**src/hdl/battery_aware_safety_supervisor_unit_macros.svh**
```systemverilog
// Assertion macros shared by the supervisor RTL.
// Each macro samples on the rising edge of clock.
`ifndef BATTERY_AWARE_SAFETY_SUPERVISOR_UNIT_MACROS_SVH
`define BATTERY_AWARE_SAFETY_SUPERVISOR_UNIT_MACROS_SVH

// Property checked only outside reset.
`define BASS_ASSERT(name, prop, msg) \
   name: assert property (@(posedge clock) disable iff (reset) prop) else $error(msg);

// Property checked at every edge, reset included.
`define BASS_ASSERT_ALWAYS(name, prop, msg) \
   name: assert property (@(posedge clock) prop) else $error(msg);

`endif

```
**src/hdl/bass_pkg.sv**
```systemverilog
package bass_pkg;

   // Supervisor state codes.
   localparam logic [2:0] ST_INIT      = 3'd0;
   localparam logic [2:0] ST_STANDBY   = 3'd1;
   localparam logic [2:0] ST_OPERATING = 3'd2;
   localparam logic [2:0] ST_LIMITED   = 3'd3;
   localparam logic [2:0] ST_EMERGENCY = 3'd4;
   localparam logic [2:0] ST_FAULT     = 3'd5;

   // Power mode codes.
   localparam logic [1:0] PM_NORMAL   = 2'd0;
   localparam logic [1:0] PM_ECO      = 2'd1;
   localparam logic [1:0] PM_BOOST    = 2'd2;
   localparam logic [1:0] PM_CRITICAL = 2'd3;

   // Register port geometry and register indexes.
   localparam int unsigned CSR_INDEX_WIDTH = 3;
   localparam int unsigned CSR_DATA_WIDTH  = 16;
   localparam logic [CSR_INDEX_WIDTH-1:0] CSR_MAX_POWER     = 3'd0;
   localparam logic [CSR_INDEX_WIDTH-1:0] CSR_ECO_POWER     = 3'd1;
   localparam logic [CSR_INDEX_WIDTH-1:0] CSR_CRIT_VOLTAGE  = 3'd2;
   localparam logic [CSR_INDEX_WIDTH-1:0] CSR_ESTOP_ENABLE  = 3'd3;
   localparam logic [CSR_INDEX_WIDTH-1:0] CSR_AUTONOMOUS    = 3'd4;

   // Register reset values.
   localparam logic [15:0] MAX_POWER_RESET    = 16'd1000;
   localparam logic [15:0] ECO_POWER_RESET    = 16'd500;
   localparam logic [15:0] CRIT_VOLTAGE_RESET = 16'd40000;

   // Fixed thresholds.
   localparam logic [15:0]        ESTOP_VOLTAGE_MV = 16'd20000;
   localparam logic [9:0]         LOW_REMAIN       = 10'd50;
   localparam logic [9:0]         BOOST_REMAIN     = 10'd800;
   localparam logic signed [15:0] CHARGE_LIMIT_MA  = -16'sd100;

   // Reciprocal of five, exact for dividends below 2**22.
   localparam int unsigned  DIV5_SHIFT = 22;
   localparam logic [19:0]  DIV5_RECIP = 20'd838861;

   typedef struct packed {
      logic        manual_valid;
      logic        auto_valid;
      logic [15:0] battery_voltage_mv;
      logic signed [15:0] battery_current_ma;
      logic [9:0]  remaining_permille;
      logic        power_critical;
      logic        power_low;
      logic        chassis_good;
      logic        boom_ok;
      logic        bucket_good;
   } bass_req_type;

   typedef struct packed {
      logic [2:0]  system_state;
      logic [1:0]  pwr_mode;
      logic [16:0] budget_watts;
      logic        estop_active;
      logic        commands_enabled;
      logic        battery_healthy;
      logic        state_changed;
   } bass_rsp_type;

   // Permitted transitions between supervisor states.
   function automatic logic gate_allows(logic [2:0] from_st, logic [2:0] to_st);
      logic ok;
      case (from_st)
         ST_INIT:      ok = (to_st == ST_STANDBY) || (to_st == ST_FAULT);
         ST_STANDBY:   ok = 1'b1;
         ST_OPERATING: ok = (to_st != ST_INIT);
         ST_LIMITED:   ok = (to_st != ST_INIT);
         ST_EMERGENCY: ok = (to_st == ST_STANDBY) || (to_st == ST_FAULT);
         ST_FAULT:     ok = (to_st == ST_STANDBY) || (to_st == ST_EMERGENCY);
         default:      ok = 1'b0;
      endcase
      return ok;
   endfunction

endpackage

```
**src/hdl/bass_if.sv**
```systemverilog
// Tick channel into the supervisor.
interface bass_req_if
   import bass_pkg::*;
();
   logic         valid;
   logic         ready;
   bass_req_type data;

   modport source (output valid, output data, input ready);
   modport sink (input valid, input data, output ready);
endinterface

// Result channel out of the supervisor.
interface bass_rsp_if
   import bass_pkg::*;
();
   logic         valid;
   logic         ready;
   bass_rsp_type data;

   modport source (output valid, output data, input ready);
   modport sink (input valid, input data, output ready);
endinterface

```
**src/hdl/battery_aware_safety_supervisor_unit.sv**
```systemverilog
// Channel    Direction  Handshake          Beat contents
// req_ch     in         valid/ready        battery readings and health flags of one tick
// rsp_ch     out        valid/ready        state, power mode, budget and status flags
// csr_*      in         write enable only  one register write, no read-back
//
// A tick beat is registered on acceptance and evaluated from that register into
// the result register, which then offers the result on the output channel.
// One beat can be accepted every cycle unless stalled; the two registers form a pipeline.
// Reset is synchronous: non-payload registers return to defaults, the state to standby.
// A stalled result register holds the pipeline; the input side keeps taking a beat
// while its own register is empty or moving on.
`include "battery_aware_safety_supervisor_unit_macros.svh"

module battery_aware_safety_supervisor_unit
   import bass_pkg::*;
(
   input  logic                       clock,
   input  logic                       reset,
   bass_req_if.sink                   req_ch,
   bass_rsp_if.source                 rsp_ch,
   input  logic                       csr_wr_en,
   input  logic [CSR_INDEX_WIDTH-1:0] csr_index,
   input  logic [CSR_DATA_WIDTH-1:0]  csr_wr_data
);

   // Configuration registers.
   logic [15:0] max_power_ff;
   logic [15:0] eco_power_ff;
   logic [15:0] crit_voltage_ff;
   logic        estop_enable_ff;
   logic        autonomous_ff;

   // Pipeline registers and supervisor state.
   logic         s1_valid_ff;
   bass_req_type s1_data_ff;
   logic         rsp_valid_ff;
   bass_rsp_type rsp_data_ff;
   logic [2:0]   state_ff;
   logic [2:0]   state_in;

   // Handshake and evaluation signals.
   logic         out_free;
   logic         s1_adv;
   logic         req_take;
   logic         charging;
   logic         batt_ok;
   logic         healthy;
   logic         emerg;
   logic         present;
   logic [1:0]   mode;
   logic [18:0]  six_max;
   logic [38:0]  div_product;
   logic [16:0]  boost_budget;
   logic [16:0]  crit_budget;
   logic [16:0]  budget;
   logic [2:0]   next_state;
   logic         changed;
   bass_rsp_type rsp_in;

   // Register writes from the control port; unknown indexes are dropped.
   always_ff @(posedge clock) begin
      if (reset) begin
         max_power_ff    <= MAX_POWER_RESET;
         eco_power_ff    <= ECO_POWER_RESET;
         crit_voltage_ff <= CRIT_VOLTAGE_RESET;
         estop_enable_ff <= 1'b1;
         autonomous_ff   <= 1'b0;
      end else if (csr_wr_en) begin
         case (csr_index)
            CSR_MAX_POWER:    max_power_ff    <= csr_wr_data;
            CSR_ECO_POWER:    eco_power_ff    <= csr_wr_data;
            CSR_CRIT_VOLTAGE: crit_voltage_ff <= csr_wr_data;
            CSR_ESTOP_ENABLE: estop_enable_ff <= csr_wr_data[0];
            CSR_AUTONOMOUS:   autonomous_ff   <= csr_wr_data[0];
            default: ;
         endcase
      end
   end

   // Pipeline flow control.
   assign out_free     = !rsp_valid_ff || rsp_ch.ready;
   assign s1_adv       = s1_valid_ff && out_free;
   assign req_take     = req_ch.valid && req_ch.ready;
   assign req_ch.ready = !s1_valid_ff || out_free;

   // Battery and command conditions of the registered tick.
   assign charging = (s1_data_ff.battery_current_ma < CHARGE_LIMIT_MA);
   assign batt_ok  = (s1_data_ff.battery_voltage_mv > crit_voltage_ff);
   assign healthy  = s1_data_ff.chassis_good && s1_data_ff.boom_ok
                     && s1_data_ff.bucket_good && batt_ok;
   assign emerg    = (estop_enable_ff && (s1_data_ff.battery_voltage_mv < ESTOP_VOLTAGE_MV))
                     || (!batt_ok && (s1_data_ff.remaining_permille < LOW_REMAIN));
   assign present  = s1_data_ff.manual_valid || (s1_data_ff.auto_valid && autonomous_ff);

   // Power mode by priority.
   always_comb begin
      if (s1_data_ff.power_critical) begin
         mode = PM_CRITICAL;
      end else if (s1_data_ff.power_low) begin
         mode = PM_ECO;
      end else if ((s1_data_ff.remaining_permille > BOOST_REMAIN) && !charging) begin
         mode = PM_BOOST;
      end else begin
         mode = PM_NORMAL;
      end
   end

   // Boost budget is floor(6*max/5); the critical one, floor(3*max/10), is that over four.
   assign six_max      = {1'b0, max_power_ff, 2'b00} + {2'b00, max_power_ff, 1'b0};
   assign div_product  = {20'd0, six_max} * {19'd0, DIV5_RECIP};
   assign boost_budget = div_product[DIV5_SHIFT+16:DIV5_SHIFT];
   assign crit_budget  = {2'b00, boost_budget[16:2]};

   always_comb begin
      case (mode)
         PM_CRITICAL: budget = crit_budget;
         PM_ECO:      budget = {1'b0, eco_power_ff};
         PM_BOOST:    budget = boost_budget;
         default:     budget = {1'b0, max_power_ff};
      endcase
   end

   // Candidate transition by priority within each state.
   always_comb begin
      next_state = state_ff;
      case (state_ff)
         ST_INIT: begin
            if (healthy) next_state = ST_STANDBY;
         end
         ST_STANDBY: begin
            if (present) begin
               next_state = s1_data_ff.power_critical ? ST_LIMITED : ST_OPERATING;
            end else if (emerg) begin
               next_state = ST_EMERGENCY;
            end else if (!healthy) begin
               next_state = ST_FAULT;
            end
         end
         ST_OPERATING: begin
            if (emerg) next_state = ST_EMERGENCY;
            else if (!healthy) next_state = ST_FAULT;
            else if (s1_data_ff.power_critical) next_state = ST_LIMITED;
            else if (!present) next_state = ST_STANDBY;
         end
         ST_LIMITED: begin
            if (emerg) next_state = ST_EMERGENCY;
            else if (!healthy) next_state = ST_FAULT;
            else if (!s1_data_ff.power_critical && present) next_state = ST_OPERATING;
            else if (!present) next_state = ST_STANDBY;
         end
         ST_EMERGENCY: begin
            if (!emerg && healthy) next_state = ST_STANDBY;
         end
         ST_FAULT: begin
            if (healthy) next_state = ST_STANDBY;
         end
         default: begin
            next_state = state_ff;
         end
      endcase
   end

   // The gate has the last word on a transition.
   assign changed  = (next_state != state_ff) && gate_allows(state_ff, next_state);
   assign state_in = changed ? next_state : state_ff;

   // Result beat.
   always_comb begin
      rsp_in.system_state     = state_in;
      rsp_in.pwr_mode         = mode;
      rsp_in.budget_watts     = budget;
      rsp_in.estop_active     = (state_in == ST_EMERGENCY);
      rsp_in.commands_enabled = (state_in == ST_OPERATING) || (state_in == ST_LIMITED);
      rsp_in.battery_healthy  = batt_ok;
      rsp_in.state_changed    = changed;
   end

   // Control registers.
   always_ff @(posedge clock) begin
      if (reset) begin
         s1_valid_ff  <= 1'b0;
         rsp_valid_ff <= 1'b0;
         state_ff     <= ST_STANDBY;
      end else begin
         if (req_ch.ready) s1_valid_ff <= req_ch.valid;
         if (out_free) rsp_valid_ff <= s1_valid_ff;
         if (s1_adv) state_ff <= state_in;
      end
   end

   // Payload registers.
   always_ff @(posedge clock) begin
      if (req_take) s1_data_ff <= req_ch.data;
      if (s1_adv) rsp_data_ff <= rsp_in;
   end

   assign rsp_ch.valid = rsp_valid_ff;
   assign rsp_ch.data  = rsp_data_ff;

   // Checks on the pipeline and the supervisor.
   `BASS_ASSERT_ALWAYS(a_reset_standby, $past(reset) |-> (state_ff == ST_STANDBY), "state not standby after reset")
   `BASS_ASSERT(a_state_only_on_tick, !s1_adv |=> $stable(state_ff), "state moved without a tick")
   `BASS_ASSERT(a_stall_holds_stage, (rsp_valid_ff && !rsp_ch.ready) |-> !s1_adv, "tick advanced into a stalled result")
   `BASS_ASSERT(a_emergency_exit, ($past(state_ff) == ST_EMERGENCY) |-> ((state_ff == ST_EMERGENCY) || (state_ff == ST_STANDBY) || (state_ff == ST_FAULT)), "forbidden exit from emergency")

endmodule

```
**src/flat_wrapper.sv**
```systemverilog
// flat-port wrapper written by rule: the top's interface ports become plain ports
module battery_aware_safety_supervisor_unit_flat import bass_pkg::*;
  (clock, reset, csr_wr_en, csr_index, csr_wr_data, req_ch_valid, req_ch_data, req_ch_ready, rsp_ch_valid, rsp_ch_data, rsp_ch_ready);
  bass_req_if req_ch_i ();
  bass_rsp_if rsp_ch_i ();
  input  logic clock;
  input  logic reset;
  input  logic csr_wr_en;
  input  logic [CSR_INDEX_WIDTH-1:0] csr_index;
  input  logic [CSR_DATA_WIDTH-1:0] csr_wr_data;
  input wire logic [$bits(req_ch_i.valid)-1:0] req_ch_valid;
  input wire logic [$bits(req_ch_i.data)-1:0] req_ch_data;
  output wire logic [$bits(req_ch_i.ready)-1:0] req_ch_ready;
  output wire logic [$bits(rsp_ch_i.valid)-1:0] rsp_ch_valid;
  output wire logic [$bits(rsp_ch_i.data)-1:0] rsp_ch_data;
  input wire logic [$bits(rsp_ch_i.ready)-1:0] rsp_ch_ready;
  assign req_ch_i.valid = req_ch_valid;
  assign req_ch_i.data = req_ch_data;
  assign req_ch_ready = req_ch_i.ready;
  assign rsp_ch_valid = rsp_ch_i.valid;
  assign rsp_ch_data = rsp_ch_i.data;
  assign rsp_ch_i.ready = rsp_ch_ready;
  battery_aware_safety_supervisor_unit u_core (.clock(clock), .reset(reset), .req_ch(req_ch_i), .rsp_ch(rsp_ch_i), .csr_wr_en(csr_wr_en), .csr_index(csr_index), .csr_wr_data(csr_wr_data));
endmodule
```
**config.mk**
```make
export PLATFORM = sky130hd
export DESIGN_NAME = battery_aware_safety_supervisor_unit_flat
export DESIGN_NICKNAME = d
export VERILOG_FILES = /design/src/hdl/bass_pkg.sv /design/src/hdl/bass_if.sv /design/src/hdl/battery_aware_safety_supervisor_unit.sv /design/src/flat_wrapper.sv
export VERILOG_INCLUDE_DIRS = /design/src /design/src/hdl
export SDC_FILE = /design/constraint.sdc
export NUM_CORES = 1
export LEC_CHECK = 0
export BUFFER_PORTS_ARGS = -buffer_cell sky130_fd_sc_hd__buf_2
export CELL_PAD_IN_SITES_DETAIL_PLACEMENT = 1
export CELL_PAD_IN_SITES_GLOBAL_PLACEMENT = 1
export CORE_MARGIN = 4
export CORE_UTILIZATION = 44
export CTS_BUF_LIST = sky130_fd_sc_hd__clkbuf_8
export CTS_CLUSTER_DIAMETER = 60
export CTS_CLUSTER_SIZE = 28
export DETAILED_ROUTE_END_ITERATION = 10
export GPL_TIMING_DRIVEN = 0
export PLACE_DENSITY = 0.76
export SYNTH_ARGS = -nofsm -noshare
export SYNTH_HDL_FRONTEND = slang
export SYNTH_SLANG_ARGS = --single-unit
```
**constraint.sdc**
```tcl
create_clock -name clock -period 7.3 [get_ports clock]
set_input_delay 0.73 -clock clock [delete_from_list [all_inputs] [get_ports clock]]
set_output_delay 0.73 -clock clock [all_outputs]
set_load 0.005 [all_outputs]
```
==> results.md <==
- CP endpoint kind: flop
- Clk slew on worst S/H paths: approximately 0.080 ns
- Worst R2R Path Depth: 32
- CTS root buf: clkbuf_8
- Worst skew pair latency: ~0.44 ns
- CTS tree: yes
- CP top delay family: adder cells
- Total GRT Usage: approximately 22%
- Top cell type's share of synthesized area: between 10% and 20%
- H-Tree Depth: 4
- Worst path slowest cell: fa_1
- Die width: 167.8 µm
- Crit-path max FO: 5
- Synth warn: 0
- Layout Skew: 0.01309 ns
- Violated checks: negative setup slack
- Hold_sp: u_core.crit_voltage_ff[14]
- Largest net degree at the start of global routing: 32
- Routability cong.: 0.8799
- Peak per-stage delay on the critical path: 0.55 ns
- Max_cap viols: 0
- CP startpoint kind: flop
- Min Tclk post-route: ~8.1 ns
- IO buf count: between 90 and 100
- Total vias in the final route: roughly 8700
- CTS buffer count: 17
- IO Pins: between 100 and 150
- Final hold violations: 0
- Drt pass-1 iters: 5
- Final antenna-violating net count: 0
- DR DRC count: 0
- Worst min-delay path class: flop to flop
- CTS max path bufs: 2
- Synthesized instance count: 1161
- Vias in the first global route: roughly 10000
- Leading area contributor after synthesis: edfxtp_1
- Flops & latches, synth: 128
- First-pass GRT wire length: 50140 µm
- Share of layout cells above drive strength 1: between 10% and 20%
- Final Setup Violations: 17
- Final period utilization: 110.4%
- WP buf/inv: 8
- Max_slew headroom: approximately 43%
- Post-Route Setup TNS: -9.554 ns
- Core area: between 20000 and 30000 µm²
- FMAX: about 120 MHz
- Routed WL: slightly above 30000 µm
- Unrepaired setup endpoints after global routing: true
- Status: complete, but fails checks
- Post-synth EDFFs: 73
- DP HPWL: 25300 µm
- Reg-to-Reg Start: u_core.max_power_ff[1]
- Gr ovfl total: 0
- Layout Nets: between 1500 and 2000
- Worst slew pin tran: 0.8578 ns
- DR WL/cell: ~19 µm
- Synth Area per Inst: 9.672 µm²
- Initial antenna violation count: 0
- Initial Util: between 40 and 50%
- Net count after synthesis: approximately 1500
- Placement Setup Slack: -1.236 ns
- Die area: 28140 µm²
- Reg-to-Reg End: u_core.rsp_ch.data[17]
- Antenna cells: 0
- Post-synth cell types: 68
- Via density: between 5 and 6
- Critical path data required time: approximately 7.5 ns
- R2R setup slack: -0.76 ns
- Synth area leaders: edfxtp_1 20%, ha_1 19%, fa_1 17%, dfxtp_1 9.8%, inv_1 8.0%
- Top_reg_cell synth: edfxtp_1
- # rows: 58
- CP Data Arrival Time: between 8 and 9 ns
- Worst Hold Path EP: u_core.crit_voltage_ff[14]
- Setup CP Type: flop to flop
- Slew Limit Fails: 0
- Die H: roughly 170 µm
- Sequential element share of the synthesized area: about 30%
- Hold Path Depth: 2
- Ys async rst share: 0%
- CTS Sinks: roughly 130
- Initial DRC count: 327
- Syn Std Cell Area: 11230 µm²
- CP most frequent cell: inv_1
- Syn-to-layout area delta: 17.78%
- Post-route setup slack: -0.7568 ns
==> stage by stage <==
stage | utilization, % | hold WS (ns) | instances | area, µm²
finish | 52.68 | 0.4597 | 1648 | 13230
global route | 52.68 | 0.4365 | 1648 | 13230
CTS | 51.72 | 0.4347 | 1637 | 12990
detailed placement | 48.80 | 0.4510 | 1589 | 12250
global placement | 48.68 | 0.4430 | 1588 | 12220
floorplan | - | 0.4317 | 1161 | 11330
==> worst max-delay path by stage <==
stage	from	endpoint	slack (ns)	cells past startpoint
floorplan	u_core.max_power_ff[0]	u_core.rsp_ch.data[20]	-0.004	31
global placement	u_core.max_power_ff[0]	u_core.rsp_ch.data[10]	-1.10	31
detailed placement	u_core.max_power_ff[0]	u_core.rsp_ch.data[10]	-1.24	31
CTS	u_core.max_power_ff[1]	u_core.rsp_ch.data[13]	-0.59	33
global route	u_core.max_power_ff[1]	u_core.rsp_ch.data[17]	-1.01	32
finish	u_core.max_power_ff[1]	u_core.rsp_ch.data[17]	-0.76	32
==> state kept, by name, indices dropped and copies added (netlist names) <==
register and count:
u_core.autonomous_ff 1, u_core.crit_voltage_ff 16, u_core.eco_power_ff 16, u_core.estop_enable_ff 1, u_core.max_power_ff 16, u_core.rsp_ch.data 26, u_core.rsp_ch.valid 1, u_core.s1_data_ff 47
u_core.s1_valid_ff 1, u_core.state_ff 3
==> worst min-delay path: stages (launching register included) <==
cell and delay (ns):
dfxtp_1 0.31, nand2_1 0.05, a21oi_1 0.05
==> cells in the mapped netlist, types with 11 or more instances <==
cell,instances
inv_1,240
nor2_1,47
a21o_1,15
nand3b_1,12
nor3_1,11
dfxtp_1,55
fa_1,93
nand3_1,20
xor2_1,15
o21ai_0,25
edfxtp_1,73
nand2_1,117
a21oi_1,73
xnor2_1,16
ha_1,168
clkbuf_1,27
==> logic make-up after synthesis <==
kind of cell,Yosys count,synth area share [%]
AO/OA/AOI/OAI,201,12.00
buffers and inverters,269,8.992
AND/OR/NAND/NOR,263,11.14
adder cells (fa/ha/maj),261,35.30
XOR/XNOR,33,2.708
flip-flops,128,29.33
multiplexers,6,0.5348
==> routing by layer <==
layer  share of wire, %  up-vias  track usage, %  routed length [µm]
li1                   -     4164               -                   -
met1                 42     4307           26.81               12900
met2                 54      157           42.00               16750
met3                2.4       48           2.148                 733
met4                2.2        0           6.316                 668
met5                  0        -               0                   0
==> layout by cell type (no fill, tap or decap), types with 6 or more instances in the layout <==
master,Yosys,routed
fa_1,93,86
nor3_1,11,10
o22ai_1,6,6
a211o_1,10,10
nor4_1,6,6
mux2i_1,6,6
nor2_1,47,47
xnor2_1,16,8
nand3b_1,12,12
o21ai_0,25,18
nand3_1,20,20
nand4_1,9,9
nor2b_1,8,7
dfxtp_1,55,51
xor2_1,15,12
xnor2_2,1,9
a21oi_1,73,66
fa_2,0,7
inv_2,0,10
inv_1,240,230
clkbuf_1,27,26
buf_4,0,24
a21oi_2,2,8
and3_1,6,6
buf_2,0,97
ha_1,168,157
o21a_1,6,6
edfxtp_1,73,73
ha_4,0,10
nand2_1,117,116
a21o_1,15,14
clkbuf_8,0,17
==> timing repair <==
action	CTS	global route
buffers inserted	16	11
pin swaps	31	36
gates resized for setup	43	32
hold buffers	0	0
endpoints found under the setup margin	17	17
==> area by class of cell <==
class                   count  area (µm²)
plain buffers              29       110.1
clock buffers              17       234.0
clock inverters            15       181.4
fillers                  2936       11880
inverters                 240       900.9
multi-input cells         764        7348
flip-flops and latches    128        3303
well taps                 330       412.9
repair buffers            125       735.7
Power is not shown: default switching activity piles up to over one toggle a cycle in this logic, so the estimate is an artifact.
